<file path="src/hdl/wpm_pkg.sv">
package wpm_pkg;

  localparam int MAX_PATTERN = 32;
  localparam int POS_W = MAX_PATTERN + 1;
  localparam int LEN_W = $clog2(MAX_PATTERN + 1);
  localparam int IDX_W = (MAX_PATTERN > 1) ? $clog2(MAX_PATTERN) : 1;

  localparam logic [7:0] CH_ANY  = 8'h3F;
  localparam logic [7:0] CH_STAR = 8'h2A;
  localparam logic [7:0] CH_LOW_A = 8'h61;
  localparam logic [7:0] CH_LOW_Z = 8'h7A;
  localparam logic [7:0] CASE_OFS = 8'h20;

  typedef enum logic [1:0] {
    OP_CLEAR  = 2'd0,
    OP_APPEND = 2'd1,
    OP_TEXT   = 2'd2,
    OP_END    = 2'd3
  } opcode_t;

  typedef struct packed {
    opcode_t    opcode;
    logic [7:0] symbol;
  } cmd_t;

  typedef struct packed {
    logic matched;
    logic pattern_overflow;
  } res_t;

  // ASCII upper-case folding, letters only.
  function automatic logic [7:0] fold(input logic [7:0] c);
    if (c >= CH_LOW_A && c <= CH_LOW_Z) begin
      return c - CASE_OFS;
    end
    return c;
  endfunction

  // Star closure: an active star position also activates the one after it,
  // through whole runs of stars. The carries of (active&stars)+stars mark
  // exactly the positions reached.
  function automatic logic [POS_W-1:0] close_set(input logic [POS_W-1:0] act,
                                                 input logic [POS_W-1:0] stars);
    logic [POS_W-1:0] gen;
    logic [POS_W-1:0] sum;
    gen = act & stars;
    sum = gen + stars;
    return act | (sum ^ gen ^ stars);
  endfunction

endpackage

</file>
<file path="src/hdl/wpm_cmd_if.sv">
interface wpm_cmd_if;
  logic       valid;
  logic       ready;
  logic [1:0] opcode;
  logic [7:0] symbol;

  modport source (output valid, output opcode, output symbol, input ready);
  modport sink   (input valid, input opcode, input symbol, output ready);
endinterface

</file>
<file path="src/hdl/wpm_res_if.sv">
interface wpm_res_if;
  logic valid;
  logic ready;
  logic matched;
  logic pattern_overflow;

  modport source (output valid, output matched, output pattern_overflow, input ready);
  modport sink   (input valid, input matched, input pattern_overflow, output ready);
endinterface

</file>
<file path="src/hdl/wildcard_pattern_matcher_unit.sv">
// Wildcard matcher: '?' takes any one character, '*' any run (also empty),
// anything else must equal the text character after upper-case folding.
//
// cmd channel (valid/ready): opcode + symbol. CLEAR empties the pattern,
// APPEND adds one pattern character (dropped with a sticky overflow flag
// once the store is full), TEXT feeds one text character, END closes the
// text. APPEND and CLEAR also rearm the matcher for a new text.
// res channel (valid/ready): one transaction per END, carrying matched and
// pattern_overflow. No other command produces a result.
//
// A result goes from its END transaction through the input register, then
// the output register, and waits there until taken. Throughput: one command
// every cycle while no END waits on a held result; the next active-position
// vector is combinational (position compares, one star-closure carry add).
// A held result blocks only a following END: text and pattern commands
// keep flowing, and cmd.ready drops only while an END waits behind a
// stalled result.
// Reset (synchronous): empty pattern, flag clear, matcher armed, both
// pipeline registers empty. Pattern store contents are not reset.
module wildcard_pattern_matcher_unit (
  input logic       clk,
  input logic       rst,
  wpm_cmd_if.sink   cmd,
  wpm_res_if.source res
);

  // Input register.
  logic          s1_valid;
  wpm_pkg::cmd_t s1_cmd;
  logic          s1_fire;
  logic          s1_end;

  // Output register.
  logic          res_valid;
  wpm_pkg::res_t res_data;
  wpm_pkg::res_t core_res;

  assign s1_end  = (s1_cmd.opcode == wpm_pkg::OP_END);
  // Only an END needs the output slot.
  assign s1_fire = s1_valid & (~s1_end | ~res_valid | res.ready);

  assign cmd.ready = ~s1_valid | s1_fire;

  always_ff @(posedge clk) begin
    if (rst) begin
      s1_valid <= 1'b0;
    end else if (cmd.ready) begin
      s1_valid <= cmd.valid;
    end
  end

  always_ff @(posedge clk) begin
    if (cmd.valid && cmd.ready) begin
      s1_cmd.opcode <= wpm_pkg::opcode_t'(cmd.opcode);
      s1_cmd.symbol <= cmd.symbol;
    end
  end

  wpm_core u_core (
    .clk  (clk),
    .rst  (rst),
    .fire (s1_fire),
    .cmd  (s1_cmd),
    .res  (core_res)
  );

  always_ff @(posedge clk) begin
    if (rst) begin
      res_valid <= 1'b0;
    end else if (s1_fire && s1_end) begin
      res_valid <= 1'b1;
    end else if (res.ready) begin
      res_valid <= 1'b0;
    end
  end

  always_ff @(posedge clk) begin
    if (s1_fire && s1_end) begin
      res_data <= core_res;
    end
  end

  assign res.valid            = res_valid;
  assign res.matched          = res_data.matched;
  assign res.pattern_overflow = res_data.pattern_overflow;

endmodule

</file>
<file path="src/hdl/wpm_core.sv">
// Pattern store and active-position automaton; one command per fire.
module wpm_core (
  input  logic          clk,
  input  logic          rst,
  input  logic          fire,
  input  wpm_pkg::cmd_t cmd,
  output wpm_pkg::res_t res
);

  logic [7:0]                  lit  [wpm_pkg::MAX_PATTERN];
  logic [wpm_pkg::MAX_PATTERN-1:0] star;
  logic [wpm_pkg::MAX_PATTERN-1:0] any_ch;

  logic [wpm_pkg::LEN_W-1:0]   pattern_length;
  logic [wpm_pkg::POS_W-1:0]   active;
  logic [wpm_pkg::POS_W-1:0]   head;
  logic                        overflow;

  logic [wpm_pkg::POS_W-1:0]   star_mask;
  logic [wpm_pkg::MAX_PATTERN-1:0] hit;
  logic [wpm_pkg::MAX_PATTERN-1:0] keep;
  logic [wpm_pkg::POS_W-1:0]   step_set;
  logic [wpm_pkg::POS_W-1:0]   head_grow;
  logic [wpm_pkg::POS_W-1:0]   len_onehot;
  logic [7:0]                  fc;
  logic                        full;
  logic                        sym_star;

  assign fc       = wpm_pkg::fold(cmd.symbol);
  assign full     = (pattern_length == wpm_pkg::LEN_W'(wpm_pkg::MAX_PATTERN));
  assign sym_star = (cmd.symbol == wpm_pkg::CH_STAR);

  // Per-position transition, only inside the loaded pattern.
  for (genvar i = 0; i < wpm_pkg::MAX_PATTERN; i++) begin : g_pos
    logic in_pat;
    assign in_pat       = (wpm_pkg::LEN_W'(i) < pattern_length);
    assign star_mask[i] = star[i] & in_pat;
    assign keep[i]      = active[i] & star[i] & in_pat;
    assign hit[i]       = active[i] & ~star[i] & in_pat & (any_ch[i] | (lit[i] == fc));
  end
  assign star_mask[wpm_pkg::MAX_PATTERN] = 1'b0;

  assign step_set   = {hit, 1'b0} | {1'b0, keep};
  assign len_onehot = wpm_pkg::POS_W'(1) << pattern_length;
  // Head set grows while the pattern so far is all stars.
  assign head_grow  = (len_onehot << 1) & {wpm_pkg::POS_W{head[pattern_length] & sym_star}};

  assign res.matched          = active[pattern_length];
  assign res.pattern_overflow = overflow;

  always_ff @(posedge clk) begin
    if (rst) begin
      pattern_length <= '0;
      overflow       <= 1'b0;
      active         <= wpm_pkg::POS_W'(1);
      head           <= wpm_pkg::POS_W'(1);
    end else if (fire) begin
      case (cmd.opcode)
        wpm_pkg::OP_CLEAR: begin
          pattern_length <= '0;
          overflow       <= 1'b0;
          active         <= wpm_pkg::POS_W'(1);
          head           <= wpm_pkg::POS_W'(1);
        end
        wpm_pkg::OP_APPEND: begin
          if (full) begin
            overflow <= 1'b1;
            active   <= head;
          end else begin
            pattern_length <= pattern_length + wpm_pkg::LEN_W'(1);
            head           <= head | head_grow;
            active         <= head | head_grow;
          end
        end
        wpm_pkg::OP_TEXT: begin
          active <= wpm_pkg::close_set(step_set, star_mask);
        end
        default: begin
          active <= head;
        end
      endcase
    end
  end

  // Store entries carry no reset; only entries below the length are read.
  always_ff @(posedge clk) begin
    if (fire && cmd.opcode == wpm_pkg::OP_APPEND && !full) begin
      lit[pattern_length[wpm_pkg::IDX_W-1:0]]    <= fc;
      star[pattern_length[wpm_pkg::IDX_W-1:0]]   <= sym_star;
      any_ch[pattern_length[wpm_pkg::IDX_W-1:0]] <= (cmd.symbol == wpm_pkg::CH_ANY);
    end
  end

endmodule

</file>
<file path="src/flat_wrapper.sv">
// flat-port wrapper written by rule: the top's interface ports become plain ports
module wildcard_pattern_matcher_unit_flat 
  (clk, rst, cmd_valid, cmd_opcode, cmd_symbol, cmd_ready, res_valid, res_matched, res_pattern_overflow, res_ready);
  wpm_cmd_if cmd_i ();
  wpm_res_if res_i ();
  input logic clk;
  input logic rst;
  input wire logic [$bits(cmd_i.valid)-1:0] cmd_valid;
  input wire logic [$bits(cmd_i.opcode)-1:0] cmd_opcode;
  input wire logic [$bits(cmd_i.symbol)-1:0] cmd_symbol;
  output wire logic [$bits(cmd_i.ready)-1:0] cmd_ready;
  output wire logic [$bits(res_i.valid)-1:0] res_valid;
  output wire logic [$bits(res_i.matched)-1:0] res_matched;
  output wire logic [$bits(res_i.pattern_overflow)-1:0] res_pattern_overflow;
  input wire logic [$bits(res_i.ready)-1:0] res_ready;
  assign cmd_i.valid = cmd_valid;
  assign cmd_i.opcode = cmd_opcode;
  assign cmd_i.symbol = cmd_symbol;
  assign cmd_ready = cmd_i.ready;
  assign res_valid = res_i.valid;
  assign res_matched = res_i.matched;
  assign res_pattern_overflow = res_i.pattern_overflow;
  assign res_i.ready = res_ready;
  wildcard_pattern_matcher_unit u_core (.clk(clk), .rst(rst), .cmd(cmd_i), .res(res_i));
endmodule
</file>
<file path="config.mk">
export PLATFORM = sky130hd
export DESIGN_NAME = wildcard_pattern_matcher_unit_flat
export DESIGN_NICKNAME = d
export VERILOG_FILES = /design/src/hdl/wpm_pkg.sv /design/src/hdl/wpm_cmd_if.sv /design/src/hdl/wpm_res_if.sv /design/src/hdl/wildcard_pattern_matcher_unit.sv /design/src/hdl/wpm_core.sv /design/src/flat_wrapper.sv
export SDC_FILE = /design/constraint.sdc
export NUM_CORES = 1
export LEC_CHECK = 0
export ABC_AREA = 1
export BUFFER_PORTS_ARGS = -buffer_cell sky130_fd_sc_hd__clkbuf_2
export CORE_MARGIN = 5
export CORE_UTILIZATION = 40
export DETAILED_ROUTE_END_ITERATION = 12
export GPL_TIMING_DRIVEN = 1
export HOLD_SLACK_MARGIN = 0.15
export PLACE_DENSITY = 0.58
export SYNTH_ARGS = -nofsm -noshare
export SYNTH_HDL_FRONTEND = slang
export SYNTH_SLANG_ARGS = --single-unit
</file>
<file path="constraint.sdc">
create_clock -name clk -period 6.1 [get_ports clk]
set_clock_uncertainty 0.15 [all_clocks]
set_input_delay 1.22 -clock clk [delete_from_list [all_inputs] [get_ports clk]]
set_output_delay 1.22 -clock clk [all_outputs]
set_load 0.02 [all_outputs]
</file>
==> results.sh <==
export IMPL_antenna_left=0
export IMPL_drtIter0Drc=1835
export IMPL_h_tree_depth=2
export IMPL_drt_total_wl_um=65400
export IMPL_power_frac_seq=0.510
export IMPL_syn_to_final_growth_pct=10.7
export IMPL_synth_compound_area_frac=0.103
export IMPL_syn_area_um2=21300
export IMPL_fin_crit_sh=0.775
export IMPL_holdCritPathClass="reg2reg"
export IMPL_yosys_register_bits=407
export IMPL_switching_share=0.232
export IMPL_clock_latency_ps=590
export IMPL_crit_path_max_fanout=66
export IMPL_whs_ps=322
export IMPL_hold_path_cell_count=2
export IMPL_p_leak_nw=8.88
export IMPL_synth_top_family_by_area="simple AND/OR/NAND/NOR gates"
export IMPL_hold_viol=0
export IMPL_antenna_found_initial=0
export IMPL_routedWlPerCell_um=20.7
export IMPL_cts_resized=0
export IMPL_r2r_start="u_core.s1_cmd[2]$_DFFE_PP_"
export IMPL_start_util=0.405
export IMPL_synthAdderAreaFrac=0.00470
export IMPL_synth_edf_count=332
export IMPL_rows=84
export IMPL_routed_via_count=16983
export IMPL_synthArstFlopShare=0
export IMPL_p_clk_frac=0.435
export IMPL_min_period_ps=4730
export IMPL_fmax_mhz=212
export IMPL_maxSlewViolCount=0
export IMPL_core_um2=52700
export IMPL_die_area_um2=58000
export IMPL_setup_viol=0
export IMPL_die_h_um=241
export IMPL_gp_congestion=0.966
export IMPL_syn_inst=2423
export IMPL_r2r_end="u_core.u_core.active[32]$_SDFFE_PP0P_"
export IMPL_cp_start_kind="flip-flop"
export IMPL_clock_root_buffer="clkbuf_16"
export IMPL_final_util=0.448
export IMPL_die_w_um=241
export IMPL_ir_drop_mv=0.286
export IMPL_rsz0062_at_grt="false"
export IMPL_ff_latch_area_um2=11500
export IMPL_reg2reg_depth=23
export IMPL_dp_hpwl_um=46400
export IMPL_worstSetupPathType="reg2reg"
export IMPL_multiInputGateArea_um2=8350
export IMPL_n_antenna_cell=0
export IMPL_intPower_w=0.00458
export IMPL_min_from="u_core.u_core.head[30]$_SDFFE_PP0P_"
export IMPL_reg2reg_slack_ps=1370
export IMPL_synth_nets=2445
export IMPL_synth_simple_area_share=0.228
export IMPL_viasPerCell=5.37
export IMPL_place_inst=3083
export IMPL_grt_max_degree=67
export IMPL_cp_arrival_ps=5020
export IMPL_cp_data_required_time_ps=6400
export IMPL_synth_area_per_cell_um2=8.79
export IMPL_ios=18
export IMPL_switchingPower_w=0.00138
export IMPL_setup_tns_final_ps=0
export IMPL_combPwrFrac=0.055
export IMPL_port_buffers=17
export IMPL_layout_nets=2464
export IMPL_hold_path_endpoint="u_core.u_core.head[30]$_SDFFE_PP0P_"
export IMPL_ys_seq_area_frac=0.538
export IMPL_relSlewSlack=0.288
export IMPL_grt_remaining_overflow=0
export IMPL_yosysWarnings=0
export IMPL_cp_end_kind="flip-flop"
export IMPL_status="finished clean"
export IMPL_final_cells=3165
export IMPL_hold_buffers=0
export IMPL_maxCapViolCount=0
export IMPL_p_per_area_nw_per_um2=253
export IMPL_track_usage=0.224
export IMPL_synth_flop_cell="edfxtp_1"
export IMPL_grt_pass1_wl_um=99400
export IMPL_drt_first_pass_iters=8
export IMPL_cts_tree="yes"
export IMPL_worst_pin_slew_ps=1060
export IMPL_synth_mux_area_frac=0
export IMPL_synth_distinct_cells=56
export IMPL_drt_drc_violations_left=0
export IMPL_cts_buffers=45
export IMPL_grt_pass1_vias=16081
export IMPL_cts_num_sinks=407
export IMPL_fillCellCount=5072
export IMPL_synth_xor_area_share=0.0547
export IMPL_cts_buffer_depth=3
export IMPL_final_common_cell="nand2_1"
export IMPL_final_cell_mix="617 x nand2_1, 332 x edfxtp_1, 256 x inv_1"
export IMPL_post_cts_buffers=0
export IMPL_drive_above_1_share=0.0755
export IMPL_path_clk_slew_ps=60
[routing by layer]
| layer | GRT usage | share of wire | vias up |
|---|---|---|---|
| li1 | - | - | 8161 |
| met1 | 0.314 | 0.45 | 8138 |
| met2 | 0.356 | 0.45 | 558 |
| met3 | 0.0381 | 0.064 | 126 |
| met4 | 0.0744 | 0.033 | 0 |
| met5 | 0 | 0 | - |
[sequential cells by signal (all words and copies together), names as in the netlist, 6 cells and up]
signal,flops
u_core.u_core.pattern_length,6
u_core.u_core.head,33
u_core.u_core.star,32
u_core.u_core.any_ch,32
u_core.s1_cmd,10
u_core.u_core.lit,256
u_core.u_core.active,33
[power by group through the flow]
| stage | logic, W | registers (W) | clock network, W |
|---|---|---|---|
| after global routing | 0.000362 | 0.00303 | 0.00277 |
| after detailed placement | 0.000331 | 0.00309 | 0 |
| after floorplan | 0.000232 | 0.00309 | 0 |
| final | 0.000328 | 0.00304 | 0.00259 |
| after CTS | 0.000331 | 0.00303 | 0.00265 |
| after global placement | 0.000326 | 0.00309 | 0 |
[per-stage QoR]
step           instance area, um^2  setup slack [ps]  power [W]
2_1_floorplan                21300              1470    0.00332
3_3_place_gp                 22200              1430    0.00342
3_5_place_dp                 22200              1400    0.00342
4_1_cts                      23600              1390    0.00602
5_1_grt                      23600               973    0.00617
6_report                     23600              1370    0.00596
[cell usage after synthesis (9+ instances only)]
library cell | count | area, um^2
nor3b_1 | 10 | 75.1
nand3b_1 | 34 | 255
o21ai_0 | 119 | 596
nand2_1 | 617 | 2320
nand3_1 | 128 | 641
nor4_1 | 12 | 75.1
or2_2 | 11 | 68.8
edfxtp_1 | 332 | 9970
o31ai_1 | 11 | 82.6
xor2_1 | 54 | 473
nor2_1 | 211 | 792
xnor2_1 | 79 | 692
clkbuf_1 | 52 | 195
dfxtp_1 | 75 | 1500
clkinv_1 | 9 | 33.8
buf_2 | 24 | 120
inv_1 | 256 | 961
a21oi_1 | 136 | 681
nor3_1 | 40 | 200
a211oi_1 | 13 | 97.6
o21ai_1 | 25 | 125
o221ai_1 | 9 | 78.8
nand4_1 | 26 | 163
inv_2 | 19 | 71.3
[worst max-delay path: stages (launching register included)]
cell and delay (ps):
edfxtp_1 630, inv_4 350, nand2_1 140, nor2_1 120
nand2_1 100, nand3_4 110, nand3_4 260, nand2_4 630
xor2_1 220, nor2_1 60, nand2_1 150, nand2_1 180
a21oi_1 430, nand2_1 140, nand3_1 100, nand2_1 50
inv_1 40, nand2_1 50, a21oi_1 170, nand3_1 150
nand2_1 90, nand2_1 60, nand2_1 60, a21oi_1 50
[area by class of cell]
class                           instances  area share
Timing Repair Buffer                   64      0.0186
Clock inverter                         22     0.00785
Inverter                              285      0.0455
Tap cell                              688      0.0365
Multi-Input combinational cell       1639       0.354
Sequential cell                       407       0.487
Clock buffer                           60      0.0510
[kinds of logic (layout without fill, tap and decap cells)]
family	Yosys count	in the layout
adders and majority gates	8	8
AOI/OAI and AO/OA	380	380
xor gates and xnor gates	133	133
DFF	407	407
and+or+nand+nor	1118	1118
buffers and inverters	377	431
[worst max-delay path by stage]
stage                                           from                                    end  slack (ps)  depth (start not counted)
after floorplan           u_core.s1_cmd[3]$_DFFE_PP_  u_core.u_core.active[31]$_SDFFE_PP0P_        1470                          8
after global placement    u_core.s1_cmd[5]$_DFFE_PP_  u_core.u_core.active[14]$_SDFFE_PP0P_        1430                         21
after detailed placement  u_core.s1_cmd[2]$_DFFE_PP_  u_core.u_core.active[22]$_SDFFE_PP0P_        1400                         23
after CTS                 u_core.s1_cmd[2]$_DFFE_PP_  u_core.u_core.active[22]$_SDFFE_PP0P_        1390                         23
after global routing      u_core.s1_cmd[2]$_DFFE_PP_  u_core.u_core.active[30]$_SDFFE_PP0P_         970                         23
final                     u_core.s1_cmd[2]$_DFFE_PP_  u_core.u_core.active[32]$_SDFFE_PP0P_        1370                         23
No activity file was read; power rests on OpenSTA's default activity.
